==> src/sv/sda_pkg.sv <==
// sda_pkg: shared widths, status codes, job word and sequencer types
// for the strong decay accumulator. No dependencies.
`timescale 1ns / 1ps
`default_nettype none
package sda_pkg;

  // signal capacity and field widths
  localparam int MAX_SAMPLES = 65536;
  localparam int SAMPLE_W    = 16;
  localparam int MAG_W       = 16;
  localparam int CNT_W       = 17;
  localparam int IDX_W       = 16;
  localparam int ENERGY_W    = 47;
  localparam int MAG_SUM_W   = 32;
  localparam int WSUM_W      = 48;
  localparam int SR_W        = 18;
  localparam int VALUE_W     = 48;
  localparam int STATUS_W    = 2;

  localparam logic [SR_W-1:0] SR_RESET = 18'd44100;

  // configuration port
  localparam int PADDR_W     = 3;
  localparam int PDATA_W     = 32;
  localparam int CFG_IDX_BIT = 2;
  localparam logic CFG_IDX_SAMPLE_RATE = 1'b0;

  // back end datapath widths
  localparam int MUL_W   = 32;
  localparam int PROD_W  = 79;   // energy * magnitude
  localparam int NUM_W   = 98;   // numerator, padded to an even width
  localparam int ROOT_W  = NUM_W / 2;
  localparam int REM_W   = 51;
  localparam int ITER_W  = $clog2(NUM_W);

  // job queue
  localparam int JOB_DEPTH = 2;
  localparam int JOB_PTR_W = $clog2(JOB_DEPTH);
  localparam int JOB_CNT_W = $clog2(JOB_DEPTH + 1);

  typedef enum logic [STATUS_W-1:0] {
    STS_OK          = 2'd0,
    STS_TOO_SHORT   = 2'd1,
    STS_ZERO_SIGNAL = 2'd2,
    STS_TOO_LONG    = 2'd3
  } status_t;

  typedef struct packed {
    logic [ENERGY_W-1:0]  energy;
    logic [MAG_SUM_W-1:0] magnitude;
    logic [WSUM_W-1:0]    weighted;
    status_t              status;
  } job_t;

  typedef enum logic [2:0] {
    BS_IDLE,
    BS_MUL,
    BS_ACC,
    BS_DIV,
    BS_SQRT,
    BS_DONE
  } back_state_t;

  // partial products of energy * magnitude * sample_rate
  typedef enum logic [2:0] {
    MS_ELO,
    MS_EHI,
    MS_PLO,
    MS_PMID,
    MS_PHI
  } mul_step_t;

endpackage
`default_nettype wire

==> src/sv/sda_job_fifo.sv <==
// sda_job_fifo: short queue of finished signals between the accumulating
// front and the arithmetic back end. Depends on sda_pkg.
`timescale 1ns / 1ps
`default_nettype none
module sda_job_fifo (
  input  wire logic                          clk,
  input  wire logic                          rst_n,
  input  wire logic                          push,
  input  wire sda_pkg::job_t                 wdata,
  input  wire logic                          pop,
  output sda_pkg::job_t                      rdata,
  output logic [sda_pkg::JOB_CNT_W-1:0]      count,
  output logic                               empty
);

  sda_pkg::job_t                     entry_r [sda_pkg::JOB_DEPTH];
  logic [sda_pkg::JOB_PTR_W-1:0]     wr_ptr_r, wr_ptr_nxt;
  logic [sda_pkg::JOB_PTR_W-1:0]     rd_ptr_r, rd_ptr_nxt;
  logic [sda_pkg::JOB_CNT_W-1:0]     count_r, count_nxt;

  always_comb begin
    wr_ptr_nxt = wr_ptr_r;
    rd_ptr_nxt = rd_ptr_r;
    count_nxt  = count_r;
    if (push) begin
      wr_ptr_nxt = (wr_ptr_r == sda_pkg::JOB_PTR_W'(sda_pkg::JOB_DEPTH - 1))
                 ? '0 : wr_ptr_r + 1'b1;
    end
    if (pop) begin
      rd_ptr_nxt = (rd_ptr_r == sda_pkg::JOB_PTR_W'(sda_pkg::JOB_DEPTH - 1))
                 ? '0 : rd_ptr_r + 1'b1;
    end
    if (push && !pop) begin
      count_nxt = count_r + 1'b1;
    end else if (pop && !push) begin
      count_nxt = count_r - 1'b1;
    end
  end

  always_ff @(posedge clk) begin
    if (!rst_n) begin
      wr_ptr_r <= '0;
      rd_ptr_r <= '0;
      count_r  <= '0;
    end else begin
      wr_ptr_r <= wr_ptr_nxt;
      rd_ptr_r <= rd_ptr_nxt;
      count_r  <= count_nxt;
    end
  end

  always_ff @(posedge clk) begin
    if (push) begin
      entry_r[wr_ptr_r] <= wdata;
    end
  end

  assign rdata = entry_r[rd_ptr_r];
  assign count = count_r;
  assign empty = (count_r == '0);

`ifndef SYNTHESIS
  a_no_overflow: assert property (@(posedge clk) disable iff (!rst_n)
    push && !pop |-> count_r < sda_pkg::JOB_CNT_W'(sda_pkg::JOB_DEPTH))
    else $error("job queue written while full");

  a_no_underflow: assert property (@(posedge clk) disable iff (!rst_n)
    pop |-> count_r != '0)
    else $error("job queue read while empty");

  a_count_bound: assert property (@(posedge clk) disable iff (!rst_n)
    count_r <= sda_pkg::JOB_CNT_W'(sda_pkg::JOB_DEPTH))
    else $error("job queue count above depth");
`endif

endmodule
`default_nettype wire

==> config.mk <==
export PLATFORM = sky130hd
export DESIGN_NAME = sda_job_fifo
export DESIGN_NICKNAME = d
export VERILOG_FILES = /design/src/sv/sda_pkg.sv /design/src/sv/sda_job_fifo.sv
export SDC_FILE = /design/constraint.sdc
export NUM_CORES = 1
export LEC_CHECK = 0
export BUFFER_PORTS_ARGS = -buffer_cell sky130_fd_sc_hd__buf_4
export CORE_ASPECT_RATIO = 0.6
export CORE_MARGIN = 2
export CORE_UTILIZATION = 47
export CTS_CLUSTER_DIAMETER = 100
export CTS_CLUSTER_SIZE = 30
export DETAILED_ROUTE_END_ITERATION = 16
export GPL_TIMING_DRIVEN = 0
export PLACE_DENSITY = 0.79
export SYNTH_ARGS = -nofsm -noshare
export SYNTH_HDL_FRONTEND = slang
export SYNTH_SLANG_ARGS = --single-unit
==> constraint.sdc <==
create_clock -name clk -period 8.1 [get_ports clk]
set_clock_uncertainty 0.05 [all_clocks]
set_input_delay 1.62 -clock clk [delete_from_list [all_inputs] [get_ports clk]]
set_output_delay 1.62 -clock clk [all_outputs]
set_load 0.02 [all_outputs]
Word-level counts from Yosys, hierarchy flattened
Memory sizes are Yosys's and may differ from the RTL's. A register that Yosys moved wholly into a read port is not among the register bits.
Index checks and enable logic that the tools add are counted.
W data, S select, Z words.

word-level totals
  memory bits (writable) = 258
  bits of input ports = 133
  register bits after elaboration = 4
  word-level logic and storage cells = 22
  memories kept = 1
  output and inout port bits = 132

memory list
  memory   words  width  read ports  clocked after Yosys merged registers in  write ports  line                text
  entry_r  2      129    1           1                                        1            sda_job_fifo.sv:16  sda_pkg::job_t entry_r [sda_pkg::JOB_DEPTH];

operators by class
  add/sub/neg operators = 4
  reduce and logical (&&, ||, !) cells = 6
  multiplexer cells = 8

operators with widths
  cell                   number
  $mux W1                6
  $mux W2                2
  $add A1 B1 Y1 const B  2
  $add A2 B1 Y2 const B  1
  $logic_and A1 B1 Y1    2
  $logic_not A1 Y1       2
  $logic_not A2 Y1       1
  $reduce_bool A2 Y1     1
  $sub A2 B1 Y2 const B  1

Depth between registers and ports, before layout
  word-level depth = 4
  gate-level depth with buffers = 5
  mapped depth without buffers = 5

Least setup slack after synthesis
Ideal clock, no wire load.

  path kind = input to register
  start point = input port push
  end point = memory entry_r[0][0] (netlist bit), enable pin
  required time = 7416 ps
  stages = 1
  arrival time = 7242 ps
  path buffers = 0
  setup time = 634 ps
  setup slack = 174 ps
  path through = nor2b_1

between the ends
  word-level cells in the longest chain between the ends = 2

ends and longest elaborated chain
  item                           line                text
  start: declaration             sda_job_fifo.sv:8   input wire logic push,
  $mux W1                        sda_job_fifo.sv:53  if (push) begin
  $mux W1 (implied by the code)  sda_job_fifo.sv:54  entry_r[wr_ptr_r] <= wdata;
  end: declaration               sda_job_fifo.sv:16

Every way passes these cells.

==> results.md <==
Clock tree:
- In this run the deepest clock path goes through 3 buffers.
- The number of hold buffers added after CTS was 0.
- The total number of H-tree levels is 1.
- The post-cts sizing count is 0.
- The post-CTS setup buffer count is 0.
- The clock latency on the worst-skew pair is 470 ps.
- The register clock-pin slew on the reported worst setup and hold paths is 110 ps.
- The root buffer cell chosen for the clock tree is clkbuf_16.
- Buffers inserted during clock tree synthesis total 12.
- The TritonCTS clock tree is yes.
- The number of sinks on the clock net is 263.

STA:
- The number of hold violations in the final report came to 0.
- Setup repair after global routing left no endpoint under its margin.
- Setup violations remaining at the end of the flow were counted as 0.
- The portion of the clock cycle consumed by the worst path in the final layout is 43.8%.
- The relative slew slack is 41.9%.
- Based on the critical path, the design can be clocked at up to 0.282 GHz.
- The number of pins exceeding their max-slew limit in the final report was 0.
- The final critical delay including setup and external delays is 3550 ps.
- Setup total negative slack on the finished layout was measured at 0 ps.
- At the pin with the least slew margin, the transition time is 872 ps.

Synth:
- The synthesized area per cell is 22.7 um2.
- The total of flip-flops plus latches after synthesis is 263.
- The netlist area before placement is 0.00956 mm2.
- The sequential share of the synthesized area is 82.1%.
- Yosys printed 0 warnings.
- The number of standard cells after synthesis is 422.
- The number of library cell types mapped by synthesis is 16.
- The post-synthesis net count is 556.

Power and ir drop:
- Overall power consumption after layout is estimated at 2.70 mW.
- IR analysis of the VDD net gives a maximum drop of 172 uV.
- Dividing total power by cell area gives a power density of 218 mW/mm2.
- For this design the static power due to leakage is 4.57 nW.

Worst setup path:
- The critical path contains buffers and inverters numbering 3 combined.
- Data on the critical path arrives at its endpoint at 1880 ps.
- The kind of start point of the critical path is a register.
- The highest-delay cell along the critical path is dfxtp_1.
- Among the stages of the critical path, the cell type that occurs most often is buf_6.
- The family with the most delay on the worst path is buffers and inverters.
- Walking the worst path, the cells encountered are buf_6 -> buf_6 -> mux2_2 -> buf_4.
- The maximum cell stage delay along the critical path is 440 ps.
- STA classifies the critical path endpoint as a primary output.
- At the worst endpoint, the required time is 6430 ps.
- The classification of the worst setup path is register to primary output.
- The startpoint of the lowest-slack register-to-register path is wr_ptr_r.
- Of all nets on the critical path, the largest fanout is 10.

Global routing:
- The via count of the first global-routing pass came to 5017.
- The first global-routing pass estimated 27500 um of wire.
- The number of antenna violations at the first check in global routing is 0.
- The maximum number of pins on one net before global-route repair is 69.
- The combined global-route utilization of all metal layers is 16.6%.
- The total overflow left after global routing is 0.

Die:
- The area of the core is 0.0200 mm2.
- From left edge to right edge, the die measures 188 um.
- Row generation in the floorplan step produced 40 rows.
- The die is 114 um tall.
- For this configuration, the core starts out at a cell density of 47.9%.
- The number of top-level design ports is 265.
- The area of the die is 0.0215 mm2.

Detailed routing:
- For this run, design rule violations remaining after detail routing come to 0.
- The iteration count of the initial detailed-routing pass is 4.
- The post-detailed-route count of antenna-violating nets is 0.
- The final layout contains routed wiring with a total length of 18500 um.
- The routed via count is 4816.
- The via count normalized by instance count is 4.91.
- For this block, the initial DRC count from the detailed router was 311.
- In the final routed layout, each cell accounts on average for 18.8 um.

Flow run:
- Max-cap violations in this run came to 0.

Layout:
- The flip-flop and latch area is 0.00785 mm2.
- At the end of the flow the core is filled with cells to 61.9%.
- The area of the multi-input gates is 0.00157 mm2.
- The ratio of cells with drive above 1 in the final layout is 60.5%.
- Relative to the synthesized area, the layout overhead comes to 29.2%.
- The net total in the final layout is 839.
- The most frequent standard cell in the layout excluding fill and tap cells is buf_4.
- In the layout the commonest cells are buf_4 (264), edfxtp_1 (258), mux2_2 (129).
- The number of antenna diodes is 0.
- Counting the fill cells in the layout gives 1406.

Placed design:
- Routability-driven placement finished with a final weighted congestion of 0.780.
- Input and output buffers added on the ports amount to 264.
- The HPWL after detailed placement is 13000 um.

Hold path:
- The worst hold path belongs to the class register to register.
- The source of the worst hold timing path is count[1].

Status:
- The flow ran to the end, and the final reports show no timing, DRC or antenna violations.
Yosys cell counts:
library cell	instances	area share [%]
o21a_1	1	0.079
inv_1	1	0.039
buf_2	1	0.052
dfxtp_1	5	1.0
nor2_1	1	0.039
xnor2_1	1	0.092
o21ai_0	1	0.052
or3_1	1	0.065
edfxtp_1	258	81
and2_1	4	0.26
nor2b_1	2	0.13
a21boi_1	1	0.079
ha_1	1	0.13
mux2_2	129	15
buf_6	13	1.5
xor2_1	2	0.18
cell type report:
| class | instances | share of cell area [%] |
|---|---|---|
| inverter | 1 | 0.0304 |
| timing repair buffer | 269 | 17.0 |
| sequential | 263 | 63.5 |
| clock buffer | 15 | 2.69 |
| buffer | 14 | 1.23 |
| tap | 273 | 2.77 |
| multi-input combinational | 144 | 12.7 |
| clock inverter | 1 | 0.0709 |
power breakdown:
group,switching (mW),internal [mW],leakage (nW),total [mW]
clock,0.378,0.296,0.167,0.674
combinational,0.220,0.213,1.94,0.433
sequential,0.0173,1.57,2.46,1.59
cell families (layout without fill, tap and decap cells):
logic type,after synthesis,count (layout),share of synthesized area (%)
adder cells (fa/ha/maj),1,1,0.131
buffers and inverters,15,300,1.62
XOR/XNOR,3,3,0.275
AO/OA/AOI/OAI,3,3,0.209
AND/OR/NAND/NOR,8,8,0.497
multiplexers,129,129,15.2
flip-flops,263,263,82.1
worst reg2reg max path, stage by stage (launching register included):
cell	delay [ps]
dfxtp_1	400
and2_4	710
buf_16	370
per-stage QoR:
step	instances	area [um2]	setup WS (ps)	hold WS, ps
global placement	959	11900	-2510	468
global route	980	12400	4400	526
CTS	980	12400	4470	499
detailed placement	964	12000	4780	473
floorplan	422	9560	174	505
finish	980	12400	4550	495
path summary, 6_finish.rpt:
check                    to  slack (ps)  cells after the start
max reg2reg  entry_r[1][50]        6150                      2
max               rdata[74]        4550                      4
min                count[1]         500                      2
min reg2reg        count[1]         500                      2
state kept, by name (all words and copies together), names as in the netlist, named ones only:
signal and count:
count 2, entry_r 258, rd_ptr_r 1, wr_ptr_r 1
per-layer routing:
metal	vias to the layer above	share of wire, %	track usage (%)
met5	-	0	0
met4	0	1.7	3.36
met3	17	10	5.98
met2	202	47	26.9
met1	2376	42	21.7
li1	2221	-	-
Power figures use the tool's default switching activity.
