--- src/sv/sda_pkg.sv ---
// sda_pkg: shared widths, status codes, job word and sequencer types
// for the strong decay accumulator. No dependencies.
`timescale 1ns / 1ps
`default_nettype none
package sda_pkg;

  // signal capacity and field widths
  localparam int MAX_SAMPLES = 65536;
  localparam int SAMPLE_W    = 16;
  localparam int MAG_W       = 16;
  localparam int CNT_W       = 17;
  localparam int IDX_W       = 16;
  localparam int ENERGY_W    = 47;
  localparam int MAG_SUM_W   = 32;
  localparam int WSUM_W      = 48;
  localparam int SR_W        = 18;
  localparam int VALUE_W     = 48;
  localparam int STATUS_W    = 2;

  localparam logic [SR_W-1:0] SR_RESET = 18'd44100;

  // configuration port
  localparam int PADDR_W     = 3;
  localparam int PDATA_W     = 32;
  localparam int CFG_IDX_BIT = 2;
  localparam logic CFG_IDX_SAMPLE_RATE = 1'b0;

  // back end datapath widths
  localparam int MUL_W   = 32;
  localparam int PROD_W  = 79;   // energy * magnitude
  localparam int NUM_W   = 98;   // numerator, padded to an even width
  localparam int ROOT_W  = NUM_W / 2;
  localparam int REM_W   = 51;
  localparam int ITER_W  = $clog2(NUM_W);

  // job queue
  localparam int JOB_DEPTH = 2;
  localparam int JOB_PTR_W = $clog2(JOB_DEPTH);
  localparam int JOB_CNT_W = $clog2(JOB_DEPTH + 1);

  typedef enum logic [STATUS_W-1:0] {
    STS_OK          = 2'd0,
    STS_TOO_SHORT   = 2'd1,
    STS_ZERO_SIGNAL = 2'd2,
    STS_TOO_LONG    = 2'd3
  } status_t;

  typedef struct packed {
    logic [ENERGY_W-1:0]  energy;
    logic [MAG_SUM_W-1:0] magnitude;
    logic [WSUM_W-1:0]    weighted;
    status_t              status;
  } job_t;

  typedef enum logic [2:0] {
    BS_IDLE,
    BS_MUL,
    BS_ACC,
    BS_DIV,
    BS_SQRT,
    BS_DONE
  } back_state_t;

  // partial products of energy * magnitude * sample_rate
  typedef enum logic [2:0] {
    MS_ELO,
    MS_EHI,
    MS_PLO,
    MS_PMID,
    MS_PHI
  } mul_step_t;

endpackage
`default_nettype wire

--- src/sv/sda_front.sv ---
// sda_front: takes one sample a cycle while full is low, keeps the running sums
// and count, and hands a finished signal to the job queue. Depends on sda_pkg.
`timescale 1ns / 1ps
`default_nettype none
module sda_front (
  input  wire logic                           clk,
  input  wire logic                           rst_n,
  input  wire logic                           push,
  output logic                                full,
  input  wire logic signed [sda_pkg::SAMPLE_W-1:0] in_sample,
  input  wire logic                           in_last,
  input  wire logic [sda_pkg::JOB_CNT_W-1:0]  job_count,
  output logic                                job_push,
  output sda_pkg::job_t                       job_data
);

  logic                           accept;
  logic [sda_pkg::SAMPLE_W-1:0]   smp_u;
  logic [sda_pkg::MAG_W-1:0]      mag;
  logic [sda_pkg::MAG_W-1:0]      mag_g;
  logic                           in_range;
  logic [sda_pkg::CNT_W-1:0]      cnt_after;
  logic [sda_pkg::JOB_CNT_W:0]    reserved;

  logic [sda_pkg::CNT_W-1:0]      count_r, count_nxt;

  logic                           s1_valid_r;
  logic                           s1_last_r;
  logic                           s1_short_r;
  logic                           s1_long_r;
  logic [sda_pkg::MAG_W-1:0]      s1_mag_r;
  logic [2*sda_pkg::MAG_W-1:0]    s1_sq_r;
  logic [2*sda_pkg::MAG_W-1:0]    s1_wp_r;

  logic [sda_pkg::ENERGY_W-1:0]   energy_r;
  logic [sda_pkg::MAG_SUM_W-1:0]  magsum_r;
  logic [sda_pkg::WSUM_W-1:0]     wsum_r;
  logic [sda_pkg::ENERGY_W-1:0]   e_tot;
  logic [sda_pkg::MAG_SUM_W-1:0]  m_tot;
  logic [sda_pkg::WSUM_W-1:0]     w_tot;

  // a last word in flight holds a queue slot, so the push below never overflows
  assign reserved = {1'b0, job_count}
                  + (sda_pkg::JOB_CNT_W + 1)'(s1_valid_r & s1_last_r);
  assign full     = reserved >= (sda_pkg::JOB_CNT_W + 1)'(sda_pkg::JOB_DEPTH);
  assign accept   = push & ~full;

  assign smp_u    = in_sample;
  assign mag      = smp_u[sda_pkg::SAMPLE_W-1] ? (~smp_u + 16'd1) : smp_u;
  assign in_range = count_r < sda_pkg::CNT_W'(sda_pkg::MAX_SAMPLES);
  assign mag_g    = in_range ? mag : '0;
  assign cnt_after = in_range ? (count_r + 17'd1)
                              : sda_pkg::CNT_W'(sda_pkg::MAX_SAMPLES + 1);

  always_comb begin
    count_nxt = count_r;
    if (accept) begin
      count_nxt = in_last ? '0 : cnt_after;
    end
  end

  always_ff @(posedge clk) begin
    if (!rst_n) begin
      count_r    <= '0;
      s1_valid_r <= 1'b0;
    end else begin
      count_r    <= count_nxt;
      s1_valid_r <= accept;
    end
  end

  always_ff @(posedge clk) begin
    if (accept) begin
      s1_last_r  <= in_last;
      s1_short_r <= cnt_after < 17'd2;
      s1_long_r  <= cnt_after > sda_pkg::CNT_W'(sda_pkg::MAX_SAMPLES);
      s1_mag_r   <= mag_g;
      s1_sq_r    <= mag_g * mag_g;
      s1_wp_r    <= count_r[sda_pkg::IDX_W-1:0] * mag_g;
    end
  end

  assign e_tot = energy_r + sda_pkg::ENERGY_W'(s1_sq_r);
  assign m_tot = magsum_r + sda_pkg::MAG_SUM_W'(s1_mag_r);
  assign w_tot = wsum_r + sda_pkg::WSUM_W'(s1_wp_r);

  always_ff @(posedge clk) begin
    if (!rst_n) begin
      energy_r <= '0;
      magsum_r <= '0;
      wsum_r   <= '0;
    end else if (s1_valid_r) begin
      energy_r <= s1_last_r ? '0 : e_tot;
      magsum_r <= s1_last_r ? '0 : m_tot;
      wsum_r   <= s1_last_r ? '0 : w_tot;
    end
  end

  assign job_push = s1_valid_r & s1_last_r;

  always_comb begin
    job_data.energy    = e_tot;
    job_data.magnitude = m_tot;
    job_data.weighted  = w_tot;
    priority if (s1_short_r) begin
      job_data.status = sda_pkg::STS_TOO_SHORT;
    end else if (s1_long_r) begin
      job_data.status = sda_pkg::STS_TOO_LONG;
    end else if (w_tot == '0) begin
      job_data.status = sda_pkg::STS_ZERO_SIGNAL;
    end else begin
      job_data.status = sda_pkg::STS_OK;
    end
  end

endmodule
`default_nettype wire

--- config.mk ---
export PLATFORM = sky130hd
export DESIGN_NAME = sda_front
export DESIGN_NICKNAME = d
export VERILOG_FILES = /design/src/sv/sda_pkg.sv /design/src/sv/sda_front.sv
export SDC_FILE = /design/constraint.sdc
export NUM_CORES = 2
export LEC_CHECK = 0
export ABC_CLOCK_PERIOD_IN_PS = 14650
export BUFFER_PORTS_ARGS = -buffer_cell sky130_fd_sc_hd__buf_2
export CORE_MARGIN = 4
export CORE_UTILIZATION = 45
export CTS_CLUSTER_SIZE = 16
export DETAILED_ROUTE_END_ITERATION = 10
export MAX_ROUTING_LAYER = met4
export PLACE_DENSITY_LB_ADDON = 0.08
export SLEW_MARGIN = 10
export SYNTH_ARGS = -nofsm -noshare
export SYNTH_HDL_FRONTEND = slang
export SYNTH_SLANG_ARGS = --single-unit
--- constraint.sdc ---
create_clock -name clk -period 14.65 [get_ports clk]
set_clock_uncertainty 0.2 [all_clocks]
set_input_delay 2.93 -clock clk [delete_from_list [all_inputs] [get_ports clk]]
set_output_delay 2.93 -clock clk [all_outputs]
set_load 0.03 [all_outputs]
# [Yosys cells after proc, flatten, opt, wreduce, memory -nomap -nowiden]
# Index checks and enable logic that the tools add are counted.
[totals] ff_bits=228 in_bits=22 out_inout_bits=131
[classes] addsub=6 multipliers=2 order_cmp=4 muxes=10 bitwise=5 reduce_logical=1
[ops] op="16-bit by 16-bit multiplier with 32-bit output" n=2
[ops] op="48-bit by 32-bit adder with 48-bit output" n=1
[ops] op="48-bit logical NOT" n=1
[ops] op="48-bit 2-to-1 mux" n=1
[ops] op="47-bit by 32-bit adder with 47-bit output" n=1
[ops] op="47-bit 2-to-1 mux" n=1
[ops] op="17-bit 2-to-1 mux" n=2
[ops] op="32-bit by 16-bit adder with 32-bit output" n=1
[ops] op="16-bit 2-to-1 mux" n=2
[ops] op="32-bit 2-to-1 mux" n=1
[ops] op="17-bit by 1-bit adder with 17-bit output (second input constant)" n=1
[ops] op="17-bit > comparator (second input constant)" n=1
[ops] op="17-bit less-than comparator (second input constant)" n=1
[ops] op="17-bit by 2-bit less-than comparator with 1-bit output (second input constant)" n=1
[ops] op="16-bit by 1-bit adder with 16-bit output (second input constant)" n=1
[ops] op="16-bit inverter" n=1
[ops] op="2-bit 2-to-1 mux" n=3
[ops] op="2-bit by 1-bit adder with 3-bit output" n=1
[ops] op="1-bit AND" n=3
[ops] op="3-bit by 2-bit >= comparator with 1-bit output (second input constant)" n=1
[ops] op="1-bit inverter" n=1

# [Depth between registers and ports, before layout]
[logic_depth] word_depth=5 ltp_mapped=36

# [Worst setup path before layout]
# Ideal clock, no wire load.
[synth_path] path_type="in2reg" startpoint="input port in_sample[0] (netlist name)" endpoint="register s1_sq_r[31] (netlist name), data pin" t_arrival_ns=10.920 required_time_ns=14.190 path_slack_ns=3.270 cell_stages=36 cell_sequence="clkbuf_1 -> inv_1 -> clkbuf_1 -> ha_1 -> inv_1 -> or4_1 -> o31ai_1 -> xor2_1 -> or2_2 -> clkbuf_1 -> inv_1 -> clkbuf_1 -> nand2_1 -> inv_1 -> fa_1 -> inv_1 -> fa_1 -> inv_1 -> fa_1 -> fa_1 -> fa_1 -> inv_1 -> fa_1 -> inv_1 -> ha_1 -> and2_1 -> o221a_2 -> o31a_1 -> o2111ai_1 -> a21oi_1 -> nor3_1 -> or4_1 -> a31oi_1 -> a21o_1 -> a21oi_1 -> xnor2_1"
[synth_between] elab_chain_cells=5
[synth_rtl] item="start: declaration" line_no="sda_front.sv:10" rtl="input wire logic signed [sda_pkg::SAMPLE_W-1:0] in_sample,"
[synth_rtl] item="16-bit inverter" line_no="sda_front.sv:49" rtl="assign mag = smp_u[sda_pkg::SAMPLE_W-1] ? (~smp_u + 16'd1) : smp_u;"
[synth_rtl] item="16-bit by 1-bit adder with 16-bit output" line_no="sda_front.sv:49"
[synth_rtl] item="16-bit 2-to-1 mux *" line_no="sda_front.sv:49"
[synth_rtl] item="16-bit 2-to-1 mux *" line_no="sda_front.sv:51" rtl="assign mag_g = in_range ? mag : '0;"
[synth_rtl] item="16-bit by 16-bit multiplier with 32-bit output *" line_no="sda_front.sv:78" rtl="s1_sq_r <= mag_g * mag_g;"
[synth_rtl] item="end signal: assignment" line_no="sda_front.sv:78"
[synth_rtl] item="end: declaration" line_no="sda_front.sv:32" rtl="logic [2*sda_pkg::MAG_W-1:0] s1_sq_r;"
# Mark *: on every way between the ends. The rest lies on a longest branch, timed or not.
# A chain may end at the register's enable or synchronous reset.

# [Final worst setup path]
# Same ends and word-level chain as after synthesis.

==> flow_summary.yaml <==
detailed_routing:
  wl_per_cell_um: 18.4
  drtIter0Drc: 1503
  drt-vias-per-instance: 5.49
  drcViolationCount: 0
  wl_um: 77700
  ant_nets: 0
  first_pass_iters: 5
  vias: 23176
placement:
  port_buffers: 152
  gp_congestion: 0.887
  post-place-ws_ns: 2.21
  dp_hpwl_um: 60300
synthesis:
  netlist.area_leader.share_pct: 24.9
  synth-seq-cells: 226
  yosysSeqAreaShare_pct: 18.5
  yosysWarningCount: 0
  synthDistinctLibCells: 82
  synthTopCellsByArea: "fa_1, ha_1, dfxtp_1"
  syn_inst: 3281
  synth_top_area_cell: "fa_1"
  synthesis.area_um2: 28800
  async_flop_share_pct: 0
  synth_edf_count: 81
  synth_ff_type: "dfxtp_1"
  syn_area_per_cell_um2: 8.79
grt:
  grt_pass1_vias: 23581
  grt_max_degree: 91
  grt_pass1_wl_um: 125000
  grt.total_usage_pct: 23.4
  antenna_found_initial: 1
  overflow: 0
timing:
  slew_violations: 0
  period_needed_ns: 11.91
  fmax_mhz: 83.9
  setup_viol: 0
  setup_tns_ns: 0
  holdWs_ns: 0.270
  setup_slack_ns: 2.74
  rsz0062_at_grt: "no"
  hold_violations: 0
  period_share_pct: 81.3
  slew_headroom_pct: 25.4
  tightestPinTransition_ns: 1.12
critical_path:
  critPathMaxFanout: 26
  timing.rr.start: "count_r[16]"
  reg2reg_setup_slack_ns: 6.09
  ff2ff_path_depth: 28
  cp_slowest_stage_delay_ns: 0.79
  path_class: "in2reg"
  cp-end-kind: "register"
  cp_common_cell: "inv_1"
  start_kind: "input port"
  worstPathRequired_ns: 14.74
  critPathSlowestCell: "inv_1"
  arrival_ns: 12.00
  startpoint: "in_sample[0]"
pwr:
  leakagePower_nw: 15.4
  powerDensity_nw_per_um2: 189
  p_total_w: 0.00591
  ir_drop_mv: 0.421
final_layout:
  register_area_um2: 5340
  nNetsFinal: 4020
  nFillCells: 6030
  layout-drive-gt1-share_pct: 8.20
  syn2layout_area_growth_pct: 8.59
  multiInputGateArea_um2: 21200
floorplanning:
  die_area_um2: 68200
  start_util_pct: 45.6
  coreArea_um2: 63200
  rows: 92
  die_h_um: 261
  io_pins: 153
  die_w_um: 261
clocking:
  cts_max_level: 1
  cts_tree: "yes"
  cts-resized-gates: 0
  postCtsSetupRepairBufs: 0
  clk_pin_slew_worst_paths_ns: 0.06
  cts_sinks: 226
  clock_latency_ns: 0.56
  root_buffer: "clkbuf_16"
  cts_hold_buf: 0
  cts_buffer_depth: 3
  cts_made_buffers: 27
hold_path:
  hold_path.class: "reg2reg"
  min_path_cells: 2
  hold_start: "energy_r[0]"
flow_run:
  drv_cap: 0
status:
  status: "complete, no violations"
-- cell usage after synthesis, types with 6 or more instances --
library cell and n:
o211ai_1 11, nand2b_1 13, a32o_1 9, a21oi_1 159, o31a_1 7, nor2_1 242
or2_2 15, clkbuf_1 136, nor4_1 17, or3_1 23, and4_1 7, xor2_1 77
o31ai_1 9, a31oi_1 17, dfxtp_1 145, nor2b_1 19, nand4_1 14, a21boi_0 6
ha_1 282, edfxtp_1 81, fa_1 359, a211oi_1 8, o21ai_0 90, buf_1 9
nor3b_1 9, inv_1 484, o21bai_1 6, o21ai_1 7, o21a_1 27, and2_1 149
nand2_1 300, xnor2_1 118, and3_1 35, a21o_1 65, nand3b_1 9, a22oi_1 85
nor3_1 87, or4_1 11, nand3_1 58
-- flip-flops by register name, indices dropped and copies added, names as in the netlist --
signal,flops
count_r,17
energy_r,47
magsum_r,32
s1_last_r,1
s1_long_r,1
s1_mag_r,16
s1_short_r,1
s1_sq_r,30
s1_valid_r,1
s1_wp_r,32
wsum_r,48
-- layout by cell type, fill, tap and decap left out, types with 17 or more instances in the layout --
cell       synthesis  final
a31oi_1           17     17
nor2b_1           19     19
o21a_1            27     27
buf_2              3    152
nand2_1          300    300
nor3_1            87     87
nor2_1           242    232
o21ai_0           90     90
a21o_1            65     65
buf_4              2     36
a22oi_1           85     85
edfxtp_1          81     81
ha_1             282    282
nand3_1           58     58
and2_1           149    149
fa_1             359    359
and3_1            35     35
a21oi_1          159    159
dfxtp_1          145    144
xnor2_1          118    118
or3_1             23     23
xor2_1            77     77
clkbuf_16          0     28
inv_1            484    483
-- final timing paths --
| path | end |
|---|---|
| setup / recovery | s1_sq_r[31] |
| hold / removal | energy_r[0] |
| setup reg to reg | s1_sq_r[31] |
| hold reg to reg | energy_r[0] |
-- worst max-delay path: cells and delay by family --
family | cells | cell delay (ns)
adder cells (fa/ha/maj) | 8 | 3.38
buffers and inverters | 9 | 1.98
AND/OR/NAND/NOR | 6 | 1.91
AO/OA/AOI/OAI | 8 | 1.55
XOR/XNOR | 2 | 0.24
-- metal layers --
| layer | part of all wire, % | GRT usage, % | wire length, µm |
|---|---|---|---|
| met3 | 6.2 | 3.79 | 4800 |
| met5 | 0 | - | 0 |
| met2 | 45 | 36.8 | 35100 |
| met4 | 2.2 | 5.24 | 1700 |
| met1 | 47 | 32.2 | 36100 |
-- where the power goes --
part           total, W  switching, W  internal [W]  leakage, nW
registers      0.000942     0.0000284      0.000914         1.94
clock network  0.000684      0.000282      0.000401        0.426
logic           0.00429       0.00247       0.00182         13.0
-- metrics by stage --
stage | util, % | instances | area [µm²]
2_1_floorplan | - | 3290 | 28900
3_3_place_gp | 48.1 | 4174 | 30400
3_5_place_dp | 48.1 | 4174 | 30400
4_1_cts | 49.5 | 4223 | 31300
5_1_grt | 49.5 | 4224 | 31300
6_report | 49.5 | 4225 | 31300
-- cell families after synthesis --
kind of cell / count (synthesis) / synth area share (%)
xor gates and xnor gates: 195 / 5.93
DFF: 226 / 18.5
and+or+nand+nor: 1015 / 17.0
other: 2 / 0.0261
AOI/OAI and AO/OA: 564 / 13.0
adders and majority gates: 641 / 37.2
muxes: 2 / 0.0738
buffers and inverters: 636 / 8.32
-- cell type report --
type | instances | share of cell area, %
antenna | 2 | 0.0160
clock buffer | 41 | 2.49
clock inverter | 8 | 0.304
inverter | 486 | 5.84
multi-input combinational | 2428 | 67.6
sequential | 226 | 17.0
tap | 846 | 3.38
timing repair buffer | 188 | 3.29
No activity file was read; power rests on OpenSTA's default activity.
